### config.mk
export PLATFORM = sky130hd
export DESIGN_NAME = keyframe_rect_interpolator_top
export DESIGN_NICKNAME = d
export VERILOG_FILES = /design/src/rtl/kri_pkg.sv /design/src/rtl/kri_div.sv /design/src/rtl/keyframe_rect_interpolator_top.sv
export SDC_FILE = /design/constraint.sdc
export NUM_CORES = 2
export LEC_CHECK = 0
export ABC_AREA = 1
export CAP_MARGIN = 20
export CORE_UTILIZATION = 55
export CTS_BUF_LIST = sky130_fd_sc_hd__clkbuf_8
export CTS_CLUSTER_DIAMETER = 120
export DETAILED_ROUTE_END_ITERATION = 8
export DONT_BUFFER_PORTS = 1
export MAX_ROUTING_LAYER = met4
export PLACE_DENSITY = 0.68
export SLEW_MARGIN = 20
export SYNTH_ARGS = -nofsm -noshare
export SYNTH_HDL_FRONTEND = slang
export SYNTH_HIERARCHICAL = 1
export SYNTH_SLANG_ARGS = --single-unit
export TNS_END_PERCENT = 100
### constraint.sdc
create_clock -name clk -period 19.6 [get_ports clk]
set_input_delay 2.94 -clock clk [delete_from_list [all_inputs] [get_ports clk]]
set_output_delay 2.94 -clock clk [all_outputs]
set_load 0.02 [all_outputs]
### src/rtl/kri_pkg.sv
package kri_pkg;

  localparam int MAX_KEYS  = 8;
  localparam int KEY_IDX_W = $clog2(MAX_KEYS);
  localparam int KEY_CNT_W = $clog2(MAX_KEYS + 1);

  localparam int TIME_W = 16;
  localparam int VAL_W  = 16;
  localparam int PIC_W  = 2;
  localparam int COEF_W = 17;
  localparam int NUM_FIELDS = 4;
  localparam int FLD_W = 2;

  localparam logic [TIME_W-1:0] TIME_MAX = '1;
  localparam logic [COEF_W-1:0] COEF_ONE = COEF_W'(65536);

  typedef enum logic [1:0] {
    KIND_APPEND = 2'd0,
    KIND_START  = 2'd1,
    KIND_TICK   = 2'd2
  } kind_t;

  typedef enum logic [2:0] {
    ST_IDLE,
    ST_RD,
    ST_CMP,
    ST_COEF,
    ST_DIV,
    ST_MUL,
    ST_ACC,
    ST_FIN
  } state_t;

  typedef struct packed {
    logic [TIME_W-1:0] t;
    logic [VAL_W-1:0]  x;
    logic [VAL_W-1:0]  y;
    logic [VAL_W-1:0]  w;
    logic [VAL_W-1:0]  h;
    logic [PIC_W-1:0]  pic;
  } key_ent_t;

  typedef struct packed {
    logic              start;
    logic [TIME_W-1:0] num;
    logic [TIME_W-1:0] den;
  } div_req_t;

  typedef struct packed {
    logic              done;
    logic [TIME_W-1:0] quo;
  } div_rsp_t;

  function automatic logic [VAL_W-1:0] field_of(key_ent_t e, logic [FLD_W-1:0] f);
    logic [VAL_W-1:0] v;
    case (f)
      2'd0:    v = e.x;
      2'd1:    v = e.y;
      2'd2:    v = e.w;
      default: v = e.h;
    endcase
    return v;
  endfunction

endpackage

### src/rtl/kri_div.sv
module kri_div (
  input  logic              clk,
  input  logic              rst_n,
  input  kri_pkg::div_req_t req,
  output kri_pkg::div_rsp_t rsp
);
  import kri_pkg::*;

  localparam int CNT_W = $clog2(TIME_W + 1);

  logic [TIME_W-1:0] rem_r, rem_nxt;
  logic [TIME_W-1:0] quo_r, quo_nxt;
  logic [CNT_W-1:0]  cnt_r, cnt_nxt;
  logic              busy_r, busy_nxt;
  logic              done_r, done_nxt;
  logic [TIME_W:0]   shifted;
  logic [TIME_W:0]   diff;

  always_ff @(posedge clk) begin
    if (!rst_n) begin
      busy_r <= 1'b0;
      done_r <= 1'b0;
      cnt_r  <= '0;
    end else begin
      busy_r <= busy_nxt;
      done_r <= done_nxt;
      cnt_r  <= cnt_nxt;
    end
    rem_r <= rem_nxt;
    quo_r <= quo_nxt;
  end

  always_comb begin
    rem_nxt  = rem_r;
    quo_nxt  = quo_r;
    cnt_nxt  = cnt_r;
    busy_nxt = busy_r;
    done_nxt = 1'b0;
    shifted  = {rem_r, 1'b0};
    diff     = shifted - {1'b0, req.den};
    if (req.start) begin
      rem_nxt  = req.num;
      quo_nxt  = '0;
      cnt_nxt  = CNT_W'(TIME_W);
      busy_nxt = 1'b1;
    end else if (busy_r) begin
      if (!diff[TIME_W]) begin
        rem_nxt = diff[TIME_W-1:0];
        quo_nxt = {quo_r[TIME_W-2:0], 1'b1};
      end else begin
        rem_nxt = shifted[TIME_W-1:0];
        quo_nxt = {quo_r[TIME_W-2:0], 1'b0};
      end
      cnt_nxt = cnt_r - 1'b1;
      if (cnt_r == CNT_W'(1)) begin
        busy_nxt = 1'b0;
        done_nxt = 1'b1;
      end
    end
  end

  assign rsp.done = done_r;
  assign rsp.quo  = quo_r;

endmodule

### src/rtl/keyframe_rect_interpolator_top.sv
// channel | valid     | stall     | payload
// in      | in_valid  | in_stall  | in_kind, in_clear_first, in_key_*, in_delta_time
// out     | out_valid | out_stall | out_frame_valid, out_x, out_y, out_width,
//         |           |           | out_height, out_picture
// Append, start and unknown words never stall the input. A tick stalls it while the
// keys are scanned (one table read port), the coefficient is formed, the serial
// divider runs, each field is blended (shared multiplier) and the result is placed.
// rst_n is synchronous; it clears the key count, the clocks and the run flag.
// in_stall is high while a tick is at work and while its result cannot be
// placed because the output register still holds an untaken word.
module keyframe_rect_interpolator_top (
  input  logic                        clk,
  input  logic                        rst_n,
  input  logic                        in_valid,
  output logic                        in_stall,
  input  logic [1:0]                  in_kind,
  input  logic                        in_clear_first,
  input  logic [kri_pkg::TIME_W-1:0]  in_key_time,
  input  logic [kri_pkg::VAL_W-1:0]   in_key_x,
  input  logic [kri_pkg::VAL_W-1:0]   in_key_y,
  input  logic [kri_pkg::VAL_W-1:0]   in_key_width,
  input  logic [kri_pkg::VAL_W-1:0]   in_key_height,
  input  logic [kri_pkg::PIC_W-1:0]   in_key_picture,
  input  logic [kri_pkg::TIME_W-1:0]  in_delta_time,
  output logic                        out_valid,
  input  logic                        out_stall,
  output logic                        out_frame_valid,
  output logic [kri_pkg::VAL_W-1:0]   out_x,
  output logic [kri_pkg::VAL_W-1:0]   out_y,
  output logic [kri_pkg::VAL_W-1:0]   out_width,
  output logic [kri_pkg::VAL_W-1:0]   out_height,
  output logic [kri_pkg::PIC_W-1:0]   out_picture
);
  import kri_pkg::*;

  key_ent_t mem [MAX_KEYS];
  key_ent_t mem_q;
  logic                 mem_we;
  logic [KEY_IDX_W-1:0] mem_waddr;
  key_ent_t             mem_wdata;

  state_t               state_r, state_nxt;
  logic [KEY_CNT_W-1:0] count_r, count_nxt;
  logic                 running_r, running_nxt;
  logic [TIME_W-1:0]    now_r, now_nxt;
  logic [TIME_W-1:0]    prev_r, prev_nxt;
  logic [TIME_W-1:0]    used_r, used_nxt;
  logic [KEY_IDX_W-1:0] scan_r, scan_nxt;
  key_ent_t             lo_r, lo_nxt;
  key_ent_t             hi_r, hi_nxt;
  logic [COEF_W-1:0]    coef_r, coef_nxt;
  logic [FLD_W-1:0]     fld_r, fld_nxt;
  logic [31:0]          prod_r, prod_nxt;
  logic                 fv_r, fv_nxt;
  logic [VAL_W-1:0]     res_r [NUM_FIELDS];
  logic                 res_we;
  logic [VAL_W-1:0]     res_val;

  logic                 ov_r, ov_nxt;
  logic                 ofv_r, ofv_nxt;
  logic [VAL_W-1:0]     ox_r, ox_nxt, oy_r, oy_nxt, ow_r, ow_nxt, oh_r, oh_nxt;
  logic [PIC_W-1:0]     op_r, op_nxt;

  logic [KEY_CNT_W-1:0] count_eff;
  logic [TIME_W:0]      sum;
  logic [TIME_W-1:0]    sat;
  logic [VAL_W-1:0]     v1, v2;
  logic signed [VAL_W:0]    diff;
  logic signed [COEF_W+VAL_W:0] prod_full;

  div_req_t div_req;
  div_rsp_t div_rsp;

  kri_div u_div (
    .clk   (clk),
    .rst_n (rst_n),
    .req   (div_req),
    .rsp   (div_rsp)
  );

  always_ff @(posedge clk) begin
    if (mem_we) begin
      mem[mem_waddr] <= mem_wdata;
    end
    mem_q <= mem[scan_r];
    if (res_we) begin
      res_r[fld_r] <= res_val;
    end
  end

  always_ff @(posedge clk) begin
    if (!rst_n) begin
      state_r   <= ST_IDLE;
      count_r   <= '0;
      running_r <= 1'b0;
      now_r     <= '0;
      prev_r    <= '0;
      ov_r      <= 1'b0;
    end else begin
      state_r   <= state_nxt;
      count_r   <= count_nxt;
      running_r <= running_nxt;
      now_r     <= now_nxt;
      prev_r    <= prev_nxt;
      ov_r      <= ov_nxt;
    end
    used_r <= used_nxt;
    scan_r <= scan_nxt;
    lo_r   <= lo_nxt;
    hi_r   <= hi_nxt;
    coef_r <= coef_nxt;
    fld_r  <= fld_nxt;
    prod_r <= prod_nxt;
    fv_r   <= fv_nxt;
    ofv_r  <= ofv_nxt;
    ox_r   <= ox_nxt;
    oy_r   <= oy_nxt;
    ow_r   <= ow_nxt;
    oh_r   <= oh_nxt;
    op_r   <= op_nxt;
  end

  assign v1 = field_of(lo_r, fld_r);
  assign v2 = field_of(hi_r, fld_r);
  assign diff = $signed({1'b0, v2}) - $signed({1'b0, v1});
  assign prod_full = diff * $signed({1'b0, coef_r});
  assign sum = {1'b0, now_r} + {1'b0, in_delta_time};
  assign sat = sum[TIME_W] ? TIME_MAX : sum[TIME_W-1:0];
  assign count_eff = in_clear_first ? '0 : count_r;

  always_comb begin
    state_nxt   = state_r;
    count_nxt   = count_r;
    running_nxt = running_r;
    now_nxt     = now_r;
    prev_nxt    = prev_r;
    used_nxt    = used_r;
    scan_nxt    = scan_r;
    lo_nxt      = lo_r;
    hi_nxt      = hi_r;
    coef_nxt    = coef_r;
    fld_nxt     = fld_r;
    prod_nxt    = prod_r;
    fv_nxt      = fv_r;
    res_we      = 1'b0;
    res_val     = v1 + prod_r[31:16];
    mem_we      = 1'b0;
    mem_waddr   = count_eff[KEY_IDX_W-1:0];
    mem_wdata   = '{t: in_key_time, x: in_key_x, y: in_key_y, w: in_key_width,
                    h: in_key_height, pic: in_key_picture};
    div_req     = '{start: 1'b0, num: used_r - lo_r.t, den: hi_r.t - lo_r.t};
    ov_nxt      = ov_r & out_stall;
    ofv_nxt     = ofv_r;
    ox_nxt      = ox_r;
    oy_nxt      = oy_r;
    ow_nxt      = ow_r;
    oh_nxt      = oh_r;
    op_nxt      = op_r;

    unique case (state_r)
      ST_IDLE: begin
        if (in_valid) begin
          case (in_kind)
            KIND_APPEND: begin
              count_nxt = count_eff;
              if (count_eff < KEY_CNT_W'(MAX_KEYS)) begin
                mem_we    = 1'b1;
                count_nxt = count_eff + 1'b1;
              end
            end
            KIND_START: begin
              running_nxt = 1'b1;
              now_nxt     = '0;
              prev_nxt    = '0;
            end
            KIND_TICK: begin
              fv_nxt    = 1'b0;
              state_nxt = ST_FIN;
              if (running_r) begin
                prev_nxt = now_r;
                now_nxt  = sat;
                used_nxt = sat;
                scan_nxt = '0;
                if (count_r == '0 || (count_r == KEY_CNT_W'(1) && now_r != '0)) begin
                  running_nxt = 1'b0;
                end else begin
                  state_nxt = ST_RD;
                end
              end
            end
            default: ;
          endcase
        end
      end
      ST_RD: begin
        state_nxt = ST_CMP;
      end
      ST_CMP: begin
        hi_nxt = mem_q;
        lo_nxt = (scan_r == '0) ? mem_q : hi_r;
        if (mem_q.t >= used_r) begin
          state_nxt = ST_COEF;
        end else if (KEY_CNT_W'(scan_r) == KEY_CNT_W'(count_r - 1'b1)) begin
          if (mem_q.t < prev_r) begin
            running_nxt = 1'b0;
            fv_nxt      = 1'b0;
            state_nxt   = ST_FIN;
          end else begin
            used_nxt  = mem_q.t;
            state_nxt = ST_COEF;
          end
        end else begin
          scan_nxt  = scan_r + 1'b1;
          state_nxt = ST_RD;
        end
      end
      ST_COEF: begin
        fld_nxt   = '0;
        coef_nxt  = '0;
        state_nxt = ST_MUL;
        if (hi_r.t > lo_r.t) begin
          if (used_r <= lo_r.t) begin
            coef_nxt = '0;
          end else if (used_r >= hi_r.t) begin
            coef_nxt = COEF_ONE;
          end else begin
            div_req.start = 1'b1;
            state_nxt     = ST_DIV;
          end
        end
      end
      ST_DIV: begin
        if (div_rsp.done) begin
          coef_nxt  = {1'b0, div_rsp.quo};
          state_nxt = ST_MUL;
        end
      end
      ST_MUL: begin
        prod_nxt  = prod_full[31:0];
        state_nxt = ST_ACC;
      end
      ST_ACC: begin
        res_we = 1'b1;
        if (fld_r == FLD_W'(NUM_FIELDS - 1)) begin
          fv_nxt    = 1'b1;
          state_nxt = ST_FIN;
        end else begin
          fld_nxt   = fld_r + 1'b1;
          state_nxt = ST_MUL;
        end
      end
      ST_FIN: begin
        if (!ov_r || !out_stall) begin
          ov_nxt    = 1'b1;
          ofv_nxt   = fv_r;
          ox_nxt    = fv_r ? res_r[0] : '0;
          oy_nxt    = fv_r ? res_r[1] : '0;
          ow_nxt    = fv_r ? res_r[2] : '0;
          oh_nxt    = fv_r ? res_r[3] : '0;
          op_nxt    = fv_r ? hi_r.pic : '0;
          state_nxt = ST_IDLE;
        end
      end
      default: state_nxt = ST_IDLE;
    endcase
  end

  assign in_stall        = (state_r != ST_IDLE);
  assign out_valid       = ov_r;
  assign out_frame_valid = ofv_r;
  assign out_x           = ox_r;
  assign out_y           = oy_r;
  assign out_width       = ow_r;
  assign out_height      = oh_r;
  assign out_picture     = op_r;

endmodule

==> parameters.txt <==
Parameter                              Value

Run status
  Status ... finished, final reports clean

Synthesis
  Area share of the largest cell type after synthesis ... 51.5%
  Synthesized cell area ... 59500 um2
  Distinct cell type count of the synthesized netlist ... 61
  Number of enable-type register cells in the synthesized netlist ... 1020
  Sequential share of the synthesized area ... 56.4%
  Flops & latches, synth ... 1166
  Synth area leader ... sky130_fd_sc_hd__edfxtp_1
  Top_reg_cell synth ... sky130_fd_sc_hd__edfxtp_1
  Top area cells in the synthesized netlist ... sky130_fd_sc_hd__edfxtp_1 (51%), sky130_fd_sc_hd__fa_1 (7.7%), sky130_fd_sc_hd__ha_1 (5.5%)
  Cell count after synthesis ... 5594
  Avg Synthesized Cell Area ... 10.6 um2
  Number of warnings printed during yosys synthesis ... 6
  Synth async-reset ratio ... 0%
  Post-Syn Nets ... 6190

Clock network
  TritonCTS Sinks ... 1166
  Root buffer selected by CTS ... sky130_fd_sc_hd__clkbuf_8
  Post-CTS Hold Fix Bufs ... 0
  Number of levels in the clock H-tree ... 4
  Setup bufs post-CTS ... 0
  Latest clock arrival within the worst-skew pair ... 860 ps
  TritonCTS clock tree ... built
  Cts bufs inserted ... 182
  Register clock-pin slew on the reported worst setup and hold paths ... 60 ps
  Gates resized, CTS repair ... 0
  Number of buffers between clock root and the deepest sink ... 3

Layout
  Filler instances ... 8802
  Layout Nets ... 6206
  Post-route insts no fill ... 7169
  P&R area growth vs syn ... 8.21%
  Proportion of layout cells with a drive suffix above 1 ... 7.50%

GRT
  Antenna violations before repair ... 5
  Vias in the first global route ... 39300
  Global-route wire length before repair ... 221 mm
  Sum of overflow across all layers after global routing ... 0
  Largest net degree at the start of global routing ... 189
  GRT Util Overall ... 27.2%

Drt
  Number of DRC markers after the initial detailed-route iteration ... 3152
  Remaining design rule violation count ... 0
  Drt via density ... 5.55
  Total length of routed wires ... 143 mm
  DRT antenna net count ... 0
  DR vias ... 39800
  First-pass iteration count of the detailed router ... 7
  Drt wl/cell ... 20.0 um

Setup path
  Crit path capture type ... flop
  Biggest cell delay along the critical path ... 800 ps
  Max stage delay cell, worst path ... sky130_fd_sc_hd__ha_1
  Sort of element at the start of the critical path ... flop
  Startpoint-to-endpoint class of the critical path ... reg -> reg
  Required time reported for the critical path endpoint ... 20250 ps
  Crit path arrival time ... 10260 ps
  Most frequent CP cell ... sky130_fd_sc_hd__inv_1
  Top fanout value on the critical path ... 25

STA
  Slew Limit Headroom ... 27.9%
  Share of the cycle needed by the critical path after routing ... 49.0%
  Final number of hold-violating endpoints ... 0
  Setup repair after global routing missed its margin ... no
  Pin slew with the least headroom to its limit ... 1080 ps
  Number of setup violations in the final report ... 0
  Setup TNS ... 0 ps
  Worst Slack Setup Final ... 9990 ps
  Number of max-slew violations in the final report ... 0
  Clk_skew ... 45.8 ps
  Final critical-path required period ... 9610 ps
  Achievable clock frequency ... 104 MHz

Placed design
  Weighted congestion at the end of routability-driven global placement ... 0.979
  Half-perimeter wire length after placement ... 97.0 mm
  DP Worst Slack ... 10200 ps
  Port Buf Inserts ... 0
  Cell count after placement ... 6829

Die
  Die area ... 110000 um2
  Die extent in y ... 331 um
  Number of rows created at floorplan ... 120
  Die width ... 331 um
  Number of top-level design ports ... 174
  Effective utilization at floorplan ... 55.5%
  Area of the core region ... 107000 um2

Hold path
  Worst hold path type ... reg -> reg

Flow run
  Max_cap viols ... 0
==> state kept, by name, summed over array words and instances (netlist names), 3 cells and up <==
signal       flops
mem            656
hi_r            82
mem_q           82
lo_r            80
res_r           64
coef_r          17
now_r           16
out_height      16
out_width       16
out_x           16
out_y           16
prev_r          16
prod_r          16
u_div/quo_r     16
u_div/rem_r     16
used_r          16
u_div/cnt_r      5
count_r          4
scan_r           3
state_r          3
==> per-stage QoR <==
stage | utilization [%] | area, um2 | hold WS, ps
final | 60.1 | 64400 | 402
after global routing | 60.1 | 64400 | 412
after CTS | 60.1 | 64400 | 404
after detailed placement | 56.7 | 60800 | 390
after global placement | 56.7 | 60800 | 386
after floorplan | - | 59500 | 386
==> worst paths after layout <==
kind / slack (ps) / depth (start not counted) / end / from
worst max-delay path: 9990 / 35 / prod_r[20]$_DFFE_PP_ / fld_r[0]$_SDFFCE_PN0P_
worst min-delay path: 400 / 0 / hi_r[0]$_DFFE_PP_ / mem_q[0]$_DFF_P_
worst min register to register: 400 / 0 / hi_r[0]$_DFFE_PP_ / mem_q[0]$_DFF_P_
worst max register to register: 9990 / 35 / prod_r[20]$_DFFE_PP_ / fld_r[0]$_SDFFCE_PN0P_
==> metal layers <==
layer	up-vias	GRT usage [%]	routed length, um
met2	1335	43.6	68700
li1	18900	-	-
met5	-	-	0
met4	0	9.79	4360
met3	284	5.10	9960
met1	19300	34.7	60300
==> synth_stat cells (115+ instances only) <==
cell                       instances
sky130_fd_sc_hd__dfxtp_1         146
sky130_fd_sc_hd__a31oi_1         115
sky130_fd_sc_hd__ha_1            262
sky130_fd_sc_hd__fa_1            229
sky130_fd_sc_hd__nor2_1          836
sky130_fd_sc_hd__clkbuf_1        136
sky130_fd_sc_hd__nand3_1         140
sky130_fd_sc_hd__o21ai_0         413
sky130_fd_sc_hd__inv_1           744
sky130_fd_sc_hd__nand2_1         812
sky130_fd_sc_hd__a21oi_1         180
sky130_fd_sc_hd__edfxtp_1       1020
==> layout by cell type (no fill, tap or decap), types with 8 or more instances in the layout <==
master / synthesis / layout
sky130_fd_sc_hd__clkbuf_8: 0 / 200
sky130_fd_sc_hd__buf_4: 4 / 46
sky130_fd_sc_hd__o21ai_0: 413 / 413
sky130_fd_sc_hd__clkinv_1: 2 / 15
sky130_fd_sc_hd__nor4_1: 9 / 8
sky130_fd_sc_hd__nor2_1: 836 / 830
sky130_fd_sc_hd__inv_1: 744 / 825
sky130_fd_sc_hd__nand2_2: 17 / 17
sky130_fd_sc_hd__a21o_1: 20 / 20
sky130_fd_sc_hd__nand2_1: 812 / 811
sky130_fd_sc_hd__nand3_1: 140 / 140
sky130_fd_sc_hd__a31oi_1: 115 / 115
sky130_fd_sc_hd__nand3b_1: 11 / 11
sky130_fd_sc_hd__o22ai_1: 114 / 114
sky130_fd_sc_hd__a21oi_1: 180 / 180
sky130_fd_sc_hd__fa_1: 229 / 229
sky130_fd_sc_hd__a211oi_1: 15 / 15
sky130_fd_sc_hd__mux2_2: 64 / 64
sky130_fd_sc_hd__ha_1: 262 / 262
sky130_fd_sc_hd__nand4_1: 16 / 16
sky130_fd_sc_hd__dfxtp_1: 146 / 146
sky130_fd_sc_hd__a22o_1: 15 / 15
sky130_fd_sc_hd__xor2_1: 49 / 49
sky130_fd_sc_hd__o21bai_1: 9 / 9
sky130_fd_sc_hd__edfxtp_1: 1020 / 1020
sky130_fd_sc_hd__nor3_1: 22 / 20
sky130_fd_sc_hd__xnor2_1: 32 / 32
sky130_fd_sc_hd__nand2_4: 8 / 9
sky130_fd_sc_hd__clkinv_2: 0 / 9
sky130_fd_sc_hd__inv_2: 12 / 11
==> cells by family after synthesis <==
| family | after synthesis | share of synthesized area [%] |
|---|---|---|
| adder cells (fa/ha/maj) | 491 | 13.2 |
| flip-flops | 1166 | 56.4 |
| AND/OR/NAND/NOR | 1898 | 12.9 |
| multiplexers | 64 | 1.21 |
| buffers and inverters | 974 | 6.35 |
| XOR/XNOR | 81 | 1.19 |
| AO/OA/AOI/OAI | 920 | 8.75 |
==> area by class of cell <==
cell class | instances | area (um2) | area share, %
multi-input cells | 3454 | 22300 | 34.6
flip-flops and latches | 1166 | 33600 | 52.1
diodes | 7 | 17.5 | 0.0272
repair buffers | 48 | 385 | 0.598
clock buffers | 200 | 2750 | 4.27
inverters | 758 | 2870 | 4.45
well taps | 1403 | 1760 | 2.73
clock inverters | 133 | 820 | 1.27
==> critical path, delay by kind of cell (launching register included) <==
family,cells,cell delay (ps)
AO/OA/AOI/OAI,2,760
XOR/XNOR,1,260
adder cells (fa/ha/maj),9,4500
buffers and inverters,11,2010
flip-flops,1,410
AND/OR/NAND/NOR,12,1480
Power is not shown: default switching activity piles up to over one toggle a cycle in this logic, so the estimate is an artifact.
